[src/hdl/cdd_pkg.sv]
// Shared types and constants of the DAT packet deframer.
`timescale 1ns / 1ps
`default_nettype none
package cdd_pkg;

   localparam int MaxStreams = 16;
   localparam int SlotW      = (MaxStreams > 1) ? $clog2(MaxStreams) : 1;
   localparam int CntW       = $clog2(MaxStreams + 1);

   localparam logic [15:0] StartOffsetReset = 16'h2000;
   localparam logic [31:0] HdrMagic         = {8'h6C, 8'h69, 8'h75, 8'h20};
   localparam logic [6:0]  PosMagicEnd      = 7'd3;
   localparam logic [6:0]  PosIdent         = 7'd4;
   localparam logic [6:0]  PosWidth         = 7'd8;
   localparam logic [6:0]  PosHeight        = 7'd12;
   localparam logic [6:0]  PosRate          = 7'd16;
   localparam logic [6:0]  PosRateEnd       = 7'd20;
   localparam logic [6:0]  PosKey           = 7'd36;
   localparam logic [6:0]  PosKeyEnd        = 7'd40;
   localparam logic [6:0]  PosIndex         = 7'd44;
   localparam logic [6:0]  PosIndexEnd      = 7'd48;
   localparam logic [6:0]  PosPts           = 7'd52;
   localparam logic [6:0]  PosSize          = 7'd60;
   localparam logic [6:0]  PosSizeEnd       = 7'd64;
   localparam logic [6:0]  PosLast          = 7'd127;

   typedef enum logic [1:0] {
      PH_SKIP,
      PH_HEADER,
      PH_PAYLOAD,
      PH_HALT
   } phase_type;

   typedef enum logic [2:0] {
      KIND_PAYLOAD   = 3'd0,
      KIND_NEW       = 3'd1,
      KIND_BAD_MAGIC = 3'd2,
      KIND_END       = 3'd3,
      KIND_FULL      = 3'd4
   } kind_type;

   typedef struct packed {
      kind_type    kind;
      logic [7:0]  data_byte;
      logic [3:0]  stream_slot;
      logic [31:0] stream_ident;
      logic [31:0] frame_width;
      logic [31:0] frame_height;
      logic [31:0] frame_rate;
      logic [63:0] timestamp;
      logic        key_frame;
      logic        first_byte;
      logic        last_byte;
      logic        index_warning;
   } result_type;

endpackage
`default_nettype wire

[src/hdl/cdd_queue.sv]
// Two-entry result queue between the parser and the result channel.
`timescale 1ns / 1ps
`default_nettype none
module cdd_queue
   import cdd_pkg::*;
(
   input  wire logic       clock,
   input  wire logic       reset,
   input  wire logic       push,
   input  wire result_type push_item,
   output logic            full,
   output logic            head_valid,
   output result_type      head_item,
   input  wire logic       pop
);

   result_type  mem_ff [2];
   logic        wr_ptr_ff, wr_ptr_in;
   logic        rd_ptr_ff, rd_ptr_in;
   logic [1:0]  count_ff, count_in;
   logic        do_pop;

   assign full       = (count_ff == 2'd2);
   assign head_valid = (count_ff != 2'd0);
   assign head_item  = mem_ff[rd_ptr_ff];
   assign do_pop     = pop && head_valid;

   always_comb begin
      wr_ptr_in = push   ? ~wr_ptr_ff : wr_ptr_ff;
      rd_ptr_in = do_pop ? ~rd_ptr_ff : rd_ptr_ff;
      count_in  = count_ff + 2'(push) - 2'(do_pop);
   end

   always_ff @(posedge clock) begin
      if (reset) begin
         wr_ptr_ff <= 1'b0;
         rd_ptr_ff <= 1'b0;
         count_ff  <= 2'd0;
      end else begin
         wr_ptr_ff <= wr_ptr_in;
         rd_ptr_ff <= rd_ptr_in;
         count_ff  <= count_in;
      end
   end

   always_ff @(posedge clock) begin
      if (push) begin
         mem_ff[wr_ptr_ff] <= push_item;
      end
   end

endmodule
`default_nettype wire

[src/hdl/cdd_front.sv]
// Byte parser: preamble skip, header fields, stream table and result forming.
`timescale 1ns / 1ps
`default_nettype none
module cdd_front
   import cdd_pkg::*;
(
   input  wire logic        clock,
   input  wire logic        reset,
   input  wire logic        byte_valid,
   output logic             byte_ready,
   input  wire logic [7:0]  stream_byte,
   input  wire logic [15:0] start_offset,
   input  wire logic        queue_full,
   output logic             push,
   output result_type       push_item
);

   phase_type         phase_ff, phase_in;
   logic [15:0]       skip_ff, skip_in;
   logic [6:0]        pos_ff, pos_in;
   logic [31:0]       magic_ff, magic_in;
   logic [31:0]       ident_ff, ident_in;
   logic [31:0]       width_ff, width_in;
   logic [31:0]       height_ff, height_in;
   logic [31:0]       rate_ff, rate_in;
   logic              key_ff, key_in;
   logic [31:0]       index_ff, index_in;
   logic [63:0]       pts_ff, pts_in;
   logic [31:0]       left_ff, left_in;
   logic [CntW-1:0]   count_ff, count_in;
   logic [SlotW-1:0]  slot_ff, slot_in;
   logic              first_ff, first_in;
   logic [31:0]       table_ff [MaxStreams];
   logic              table_we;

   logic              fire;
   logic              hdr_go;
   logic [6:0]        p;
   logic [2:0]        pts_sel;
   logic [MaxStreams-1:0] hit;
   logic              hit_any;
   logic [SlotW-1:0]  hit_slot;

   assign byte_ready = (phase_ff == PH_HALT) || !queue_full;
   assign fire       = byte_valid && byte_ready;

   always_comb begin
      hit_slot = '0;
      for (int i = 0; i < MaxStreams; i++) begin
         hit[i] = (CntW'(i) < count_ff) && (table_ff[i] == ident_ff);
      end
      for (int i = MaxStreams - 1; i >= 0; i--) begin
         if (hit[i]) begin
            hit_slot = SlotW'(i);
         end
      end
      hit_any = |hit;
   end

   always_comb begin
      phase_in  = phase_ff;
      skip_in   = skip_ff;
      pos_in    = pos_ff;
      magic_in  = magic_ff;
      ident_in  = ident_ff;
      width_in  = width_ff;
      height_in = height_ff;
      rate_in   = rate_ff;
      key_in    = key_ff;
      index_in  = index_ff;
      pts_in    = pts_ff;
      left_in   = left_ff;
      count_in  = count_ff;
      slot_in   = slot_ff;
      first_in  = first_ff;
      table_we  = 1'b0;
      push      = 1'b0;
      push_item = '0;
      hdr_go    = 1'b0;
      p         = (phase_ff == PH_HEADER) ? pos_ff : '0;
      pts_sel   = 3'(p - PosPts);

      if (fire) begin
         unique case (phase_ff)
            PH_SKIP: begin
               if (skip_ff < start_offset) begin
                  skip_in = skip_ff + 16'd1;
               end else begin
                  phase_in = PH_HEADER;
                  hdr_go   = 1'b1;
               end
            end
            PH_HEADER: begin
               hdr_go = 1'b1;
            end
            PH_PAYLOAD: begin
               push                    = 1'b1;
               push_item.kind          = KIND_PAYLOAD;
               push_item.data_byte     = stream_byte;
               push_item.stream_slot   = 4'(slot_ff);
               push_item.timestamp     = pts_ff;
               push_item.key_frame     = key_ff;
               push_item.first_byte    = first_ff;
               push_item.last_byte     = (left_ff == 32'd1);
               push_item.index_warning = (index_ff >= 32'(count_ff));
               first_in                = 1'b0;
               left_in                 = left_ff - 32'd1;
               if (left_ff == 32'd1) begin
                  phase_in = PH_HEADER;
                  pos_in   = '0;
               end
            end
            PH_HALT: begin
            end
            default: begin
            end
         endcase
      end

      if (hdr_go) begin
         pos_in = p + 7'd1;
         if (p == '0) begin
            magic_in  = '0;
            ident_in  = '0;
            width_in  = '0;
            height_in = '0;
            rate_in   = '0;
            key_in    = 1'b0;
            index_in  = '0;
            pts_in    = '0;
            left_in   = '0;
         end
         priority if (p < PosIdent) begin
            magic_in = {magic_in[23:0], stream_byte};
            if (p == PosMagicEnd && magic_in != HdrMagic) begin
               phase_in       = PH_HALT;
               push           = 1'b1;
               push_item.kind = KIND_BAD_MAGIC;
            end
         end else if (p < PosWidth) begin
            ident_in[8*p[1:0] +: 8] = ident_in[8*p[1:0] +: 8] | stream_byte;
         end else if (p < PosHeight) begin
            width_in[8*p[1:0] +: 8] = width_in[8*p[1:0] +: 8] | stream_byte;
         end else if (p < PosRate) begin
            height_in[8*p[1:0] +: 8] = height_in[8*p[1:0] +: 8] | stream_byte;
         end else if (p < PosRateEnd) begin
            rate_in[8*p[1:0] +: 8] = rate_in[8*p[1:0] +: 8] | stream_byte;
         end else if (p == PosKey) begin
            key_in = (stream_byte == 8'd1);
         end else if (p > PosKey && p < PosKeyEnd) begin
            key_in = key_in && (stream_byte == 8'd0);
         end else if (p >= PosIndex && p < PosIndexEnd) begin
            index_in[8*p[1:0] +: 8] = index_in[8*p[1:0] +: 8] | stream_byte;
         end else if (p >= PosPts && p < PosSize) begin
            pts_in[8*pts_sel +: 8] = pts_in[8*pts_sel +: 8] | stream_byte;
         end else if (p >= PosSize && p < PosSizeEnd) begin
            left_in[8*p[1:0] +: 8] = left_in[8*p[1:0] +: 8] | stream_byte;
         end else begin
         end

         if (p == PosLast) begin
            priority if (left_ff == 32'd0) begin
               phase_in       = PH_HALT;
               push           = 1'b1;
               push_item.kind = KIND_END;
            end else if (hit_any) begin
               phase_in = PH_PAYLOAD;
               first_in = 1'b1;
               slot_in  = hit_slot;
            end else if (count_ff == CntW'(MaxStreams)) begin
               phase_in       = PH_HALT;
               push           = 1'b1;
               push_item.kind = KIND_FULL;
            end else begin
               phase_in               = PH_PAYLOAD;
               first_in               = 1'b1;
               table_we               = 1'b1;
               slot_in                = SlotW'(count_ff);
               count_in               = count_ff + CntW'(1);
               push                   = 1'b1;
               push_item.kind         = KIND_NEW;
               push_item.stream_slot  = 4'(count_ff);
               push_item.stream_ident = ident_ff;
               push_item.frame_width  = width_ff;
               push_item.frame_height = height_ff;
               push_item.frame_rate   = rate_ff;
            end
         end
      end
   end

   always_ff @(posedge clock) begin
      if (reset) begin
         phase_ff  <= PH_SKIP;
         skip_ff   <= '0;
         pos_ff    <= '0;
         magic_ff  <= '0;
         ident_ff  <= '0;
         width_ff  <= '0;
         height_ff <= '0;
         rate_ff   <= '0;
         key_ff    <= 1'b0;
         index_ff  <= '0;
         pts_ff    <= '0;
         left_ff   <= '0;
         count_ff  <= '0;
         slot_ff   <= '0;
         first_ff  <= 1'b0;
      end else begin
         phase_ff  <= phase_in;
         skip_ff   <= skip_in;
         pos_ff    <= pos_in;
         magic_ff  <= magic_in;
         ident_ff  <= ident_in;
         width_ff  <= width_in;
         height_ff <= height_in;
         rate_ff   <= rate_in;
         key_ff    <= key_in;
         index_ff  <= index_in;
         pts_ff    <= pts_in;
         left_ff   <= left_in;
         count_ff  <= count_in;
         slot_ff   <= slot_in;
         first_ff  <= first_in;
      end
   end

   always_ff @(posedge clock) begin
      if (table_we) begin
         table_ff[count_ff[SlotW-1:0]] <= ident_ff;
      end
   end

endmodule
`default_nettype wire

[src/hdl/cctv_dat_packet_deframer_core.sv]
// Top level of the DAT packet deframer: parser, result queue and ports.
//
// Usage:
//   req_* carries one container byte per item (valid/ready). The parser drops
//   csr_start_offset preamble bytes, then reads 128-byte headers, each
//   followed by its payload bytes.
//   rsp_* carries at most one result item per input byte: a payload byte,
//   a new-stream descriptor, or a status (bad magic, end marker, table full).
//   csr_* writes the preamble length; it is always ready and applies at once.
// Timing:
//   One byte per cycle while the queue is not full. A result is registered
//   in the queue when its byte is accepted; the stream-id compare is a
//   16-way parallel match done in the same cycle as the last header byte.
// Stalls:
//   A two-entry queue sits between parser and result port. When it is full
//   req_ready drops unless halted; header and preamble bytes stop as well.
// Reset:
//   Synchronous, active high. Clears the parser to the preamble phase, the
//   offset to 8192 and the stream count to zero. After a status item the
//   block accepts and ignores every byte until reset.
`timescale 1ns / 1ps
`default_nettype none
module cctv_dat_packet_deframer_core
   import cdd_pkg::*;
(
   input  wire logic               clock,
   input  wire logic               reset,
   input  wire logic               req_valid,
   output logic                    req_ready,
   input  wire logic [7:0]         req_stream_byte,
   output logic                    rsp_valid,
   input  wire logic               rsp_ready,
   output logic [2:0]              rsp_kind,
   output logic [7:0]              rsp_data_byte,
   output logic [3:0]              rsp_stream_slot,
   output logic [31:0]             rsp_stream_ident,
   output logic [31:0]             rsp_frame_width,
   output logic [31:0]             rsp_frame_height,
   output logic [31:0]             rsp_frame_rate,
   output logic signed [63:0]      rsp_timestamp,
   output logic                    rsp_key_frame,
   output logic                    rsp_first_byte,
   output logic                    rsp_last_byte,
   output logic                    rsp_index_warning,
   input  wire logic               csr_valid,
   output logic                    csr_ready,
   input  wire logic [15:0]        csr_start_offset
);

   logic [15:0] offset_ff, offset_in;
   logic        q_full;
   logic        q_push;
   result_type  q_push_item;
   result_type  head;

   assign csr_ready = 1'b1;
   assign offset_in = (csr_valid && csr_ready) ? csr_start_offset : offset_ff;

   always_ff @(posedge clock) begin
      if (reset) begin
         offset_ff <= StartOffsetReset;
      end else begin
         offset_ff <= offset_in;
      end
   end

   cdd_front u_front (
      .clock        (clock),
      .reset        (reset),
      .byte_valid   (req_valid),
      .byte_ready   (req_ready),
      .stream_byte  (req_stream_byte),
      .start_offset (offset_ff),
      .queue_full   (q_full),
      .push         (q_push),
      .push_item    (q_push_item)
   );

   cdd_queue u_queue (
      .clock      (clock),
      .reset      (reset),
      .push       (q_push),
      .push_item  (q_push_item),
      .full       (q_full),
      .head_valid (rsp_valid),
      .head_item  (head),
      .pop        (rsp_ready)
   );

   assign rsp_kind          = head.kind;
   assign rsp_data_byte     = head.data_byte;
   assign rsp_stream_slot   = head.stream_slot;
   assign rsp_stream_ident  = head.stream_ident;
   assign rsp_frame_width   = head.frame_width;
   assign rsp_frame_height  = head.frame_height;
   assign rsp_frame_rate    = head.frame_rate;
   assign rsp_timestamp     = $signed(head.timestamp);
   assign rsp_key_frame     = head.key_frame;
   assign rsp_first_byte    = head.first_byte;
   assign rsp_last_byte     = head.last_byte;
   assign rsp_index_warning = head.index_warning;

endmodule
`default_nettype wire
[config.mk]
export PLATFORM = sky130hd
export DESIGN_NAME = cctv_dat_packet_deframer_core
export DESIGN_NICKNAME = d
export VERILOG_FILES = /design/src/hdl/cdd_pkg.sv /design/src/hdl/cdd_queue.sv /design/src/hdl/cdd_front.sv /design/src/hdl/cctv_dat_packet_deframer_core.sv
export SDC_FILE = /design/constraint.sdc
export NUM_CORES = 2
export LEC_CHECK = 0
export BUFFER_PORTS_ARGS = -buffer_cell sky130_fd_sc_hd__buf_2
export CORE_MARGIN = 2
export CORE_UTILIZATION = 30
export DETAILED_ROUTE_END_ITERATION = 10
export PLACE_DENSITY = 0.47
export RECOVER_POWER = 100
export SYNTH_ARGS = -nofsm -noshare
export SYNTH_HDL_FRONTEND = slang
export SYNTH_SLANG_ARGS = --single-unit
[constraint.sdc]
create_clock -name clock -period 27.8 [get_ports clock]
set_input_delay 5.56 -clock clock [delete_from_list [all_inputs] [get_ports clock]]
set_output_delay 5.56 -clock clock [all_outputs]
set_load 0.02 [all_outputs]
==> results.txt <==
By instance count, the cell type seen most on the critical path is clkbuf_1. The dominant combinational cell family by area after synthesis is simple AND/OR/NAND/NOR gates. The placed wire-length estimate after detailed placement is 108,800 um, and the largest buffer count on any clock path is 3. After clock tree synthesis, the clock-pin slew on the worst setup and hold paths is 0.06 ns. In the final routed layout, each cell accounts on average for 23.48 um. The tools report the DRC violations left as 0. The slowest stage of the critical path belongs to the cell clkbuf_1. For the weighted congestion at the end of routability-driven global placement, the log shows 0.8301.

The critical path goes through clkbuf_1 -> clkbuf_1 -> clkbuf_1 -> mux2_2 -> clkbuf_1. Global routing used 17.71% of the available tracks. The chip width came out at 437.3 um.

After synthesis, the cell types taking the most area are edfxtp_1 50%, dfxtp_1 12%, xnor2_1 6.4%. The number of buffers added to fix hold violations after cts came out at 0. For the initial antenna violation count, the log shows 8. In this run, synthesis inferred 934 flip-flops with an integrated enable. The share of final-layout standard cells stronger than drive strength 1 was 10.20%; the power density over cell area was 62.40 nW/um2. After synthesis, the share of cell area in mux cells is 4.933%. The initial utilization of the core area, before any placement, comes to 30.08%. Summed over all layers, the routed wires come to 174,200 um. For the buffer count from post-CTS setup fixing, the log shows 0. The time the worst path needs with I/O delays and setup was 16.36 ns.

For the total count of hold-check failures in the final report, the log shows 0. The routed layout has 37,460 vias. The post-synthesis average cell area is 12.25 um2. The worst setup skew after layout came out at 0.02656 ns.

The area fraction in and, or, nand and nor cells after synthesis is 13.94%. The most used flip-flop cell after synthesis is edfxtp_1. The checks that failed: capacitance limit, slew limit. After synthesis, the share of flip-flops with an asynchronous set or reset is 0%. The sequential fraction of the synthesis area is 61.79%, and the adder and majority cell fraction of the synthesized area is 0.7999%. After the last flow step, the layout net total stands at 4,870. During synthesis, Yosys emitted a total of 0 warnings. After synthesis, the largest area contributor takes up 49.81% of total cell area. The synthesized netlist occupies a cell area of 56,310 um2. The count of buffers added on input and output ports is 241. The tools report the final standard cell count with taps included and fillers excluded as 7,420. Counting the fill cells in the layout gives 18,588.

In this run the number of H-tree levels came out at 4. The design draws 4.012 mW. After detailed routing, the number of vias per cell comes to 5.049. The number of placed instances with taps included is 7,155. In the layout the commonest cells are 934 x edfxtp_1, 409 x xnor2_1, 367 x nand2_1.

The largest net degree at the start of global routing came out at 89. The worst-case vdd ir drop came out at 0.00005335 V. For the clock buffer count from CTS, the log shows 143. The worst-case headroom to the max-slew limit was -179.2%. The class of the most critical hold timing path was register to register. For this run, the slowest stage of the critical path takes 2.42 ns. For the final routed database, the setup TNS stands at 0 ns. Startpoint kind of the worst setup timing path: a register.

The transition at the pin with the smallest max-transition slack was 4.188 ns. The row count is 159. On the critical path the largest part of the delay comes from buffers and inverters. After technology mapping, the gate count stands at 4,597. The largest fanout on the critical path was 58. The number of max-cap violations is 67, and the placeable core region is 187,200 um2. In this run the static leakage power is 21.33 nW. For the slack of the worst reg-to-reg path, the log shows 14.13 ns. Setup violations remaining at the end of the flow were counted as 0. The number of gates given a new drive strength after cts is 0.

Via count of the first global-routing pass: 36,868. In this run, the number of DRC markers left after iteration 0 of detailed routing was 3,096. For the count of distinct cell types in the synthesized netlist, the log shows 83. The wire length of the first global-routing pass was 254,400 um; the highest clock rate was 61.14 MHz. The final max-slew violation count came out at 2,681. The category of the most critical setup path is register to primary output. From synthesis to final layout, the design area changed by 14.18%.

For this run the aggregate overflow at the end of global routing stands at 0. For the number of top-level design ports, the log shows 243. The flow ran to the end, but the final reports show violations. When the netlist entered floorplanning its net count stood at 4,662. Number of synthesized register bits: 1,271.

Summed over all instances, the cell type with the most area after synthesis is edfxtp_1. Leaving out fill and tap cells, the most frequent cell in the layout is edfxtp_1. Summing the areas of all compound-gate instances in the mapped netlist gives 7.286% of the synthesized area.

The first TritonRoute pass finished after 6 iterations. CTS saw 1,271 sinks. Once detail routing completed, the nets flagged for antenna violations numbered 0. The height of the chip came out at 437.3 um. The tree is rooted in a clkbuf_16.

The critical path contains buffers and inverters numbering 4 combined. Summing the areas of all xor and xnor instances in the mapped netlist gives 8.694% of the synthesized area. The endpoint kind of the worst setup timing path was a primary output.

The floorplan step defined a die boundary enclosing 191,200 um2. After layout, the worst path uses 58.84% of the clock period. TritonCTS built the clock tree. For the worst setup path, the data required time is 22.24 ns.

Clock latency on the worst-skew pair, taken at its later pin, is 0.79 ns. Setup repair after global routing left no endpoint under its margin. The arrival time at the worst endpoint is 10.80 ns.
area by class of cell:
cell class	instances	area, um2	area share [%]
clock buffers	200	3990	6.206
inverters	46	172.7	0.2686
well taps	2495	3122	4.855
multi-input cells	3014	20110	31.28
clock inverters	61	656.9	1.022
diodes	4	10.01	0.01557
repair buffers	329	1433	2.228
flip-flops and latches	1271	34800	54.12
kinds of logic after synthesis:
group / Yosys count
adders and majority gates: 36
xor gates and xnor gates: 559
buffers and inverters: 312
muxes: 249
DFF: 1271
other: 1
AOI/OAI and AO/OA: 663
and+or+nand+nor: 1506
worst reg2reg max path: cells and delay by family, from the launching register on:
family	cells	cell delay, ns
AOI/OAI and AO/OA	2	0.37
xor gates and xnor gates	1	0.46
buffers and inverters	5	10.85
DFF	1	0.31
and+or+nand+nor	5	1.17
power breakdown:
| group | switching [mW] | leakage [nW] | internal [mW] |
|---|---|---|---|
| Clock | 0.800 | 2.27 | 1.08 |
| Sequential | 0.00819 | 11.6 | 2.01 |
| Combinational | 0.0769 | 7.41 | 0.0358 |
| Total | 0.885 | 21.3 | 3.13 |
metal layers:
metal	global-route usage, %	up-vias	routed length [um]	part of all wire [%]
met4	5.818	2	5166	3.0
met5	0	-	7	0.0040
met3	2.315	270	7499	4.3
met2	29.29	1045	84050	48
li1	-	17315	-	-
met1	23.93	18828	77520	44
path summary, 6_finish.rpt:
path / start / end / cells after the start
worst max-delay path: register / rsp_frame_width[10] / 5
worst min-delay path: u_front.magic_ff[22]$_SDFFE_PP0P_ / u_front.magic_ff[22]$_SDFFE_PP0P_ / 2
worst max register to register: u_front.ident_ff[5]$_SDFFE_PP0P_ / u_queue.mem_ff[1][165]$_DFFE_PP_ / 13
worst min register to register: u_front.magic_ff[22]$_SDFFE_PP0P_ / u_front.magic_ff[22]$_SDFFE_PP0P_ / 2
flip-flops by register name, summed over array words and instances, names as in the netlist, named ones only:
signal	cells
offset_ff	16
u_front.count_ff	5
u_front.first_ff	1
u_front.height_ff	32
u_front.ident_ff	32
u_front.index_ff	32
u_front.key_ff	1
u_front.left_ff	32
u_front.magic_ff	24
u_front.phase_ff	2
u_front.pos_ff	7
u_front.pts_ff	64
u_front.rate_ff	32
u_front.skip_ff	16
u_front.slot_ff	4
u_front.table_ff	512
u_front.width_ff	32
u_queue.count_ff	2
u_queue.mem_ff	422
u_queue.rd_ptr_ff	1
u_queue.wr_ptr_ff	1
Yosys cell counts, types with 55 or more instances:
library cell  number
edfxtp_1         934
xnor2_1          409
nand2_1          370
dfxtp_1          337
a21oi_1          290
nor2_1           282
mux2_2           217
and2_1           210
nand4_1          182
clkbuf_1         152
xor2_1           150
a22oi_1          134
nor3_1            98
nor4_1            90
o21ai_0           84
buf_4             61
nand3_1           55
stage by stage:
stage               area [um2]  utilization, %  setup slack, ns  hold WS (ns)
floorplan                56310               -            10.30        0.4268
global placement         60170           32.14            17.53        0.4393
detailed placement       60170           32.14            17.46        0.4435
CTS                      64820           34.63            17.51        0.4505
global route             64290           34.34            10.22        0.4746
finish                   64300           34.35            11.44        0.4482
No activity file was read; power rests on OpenSTA's default activity.
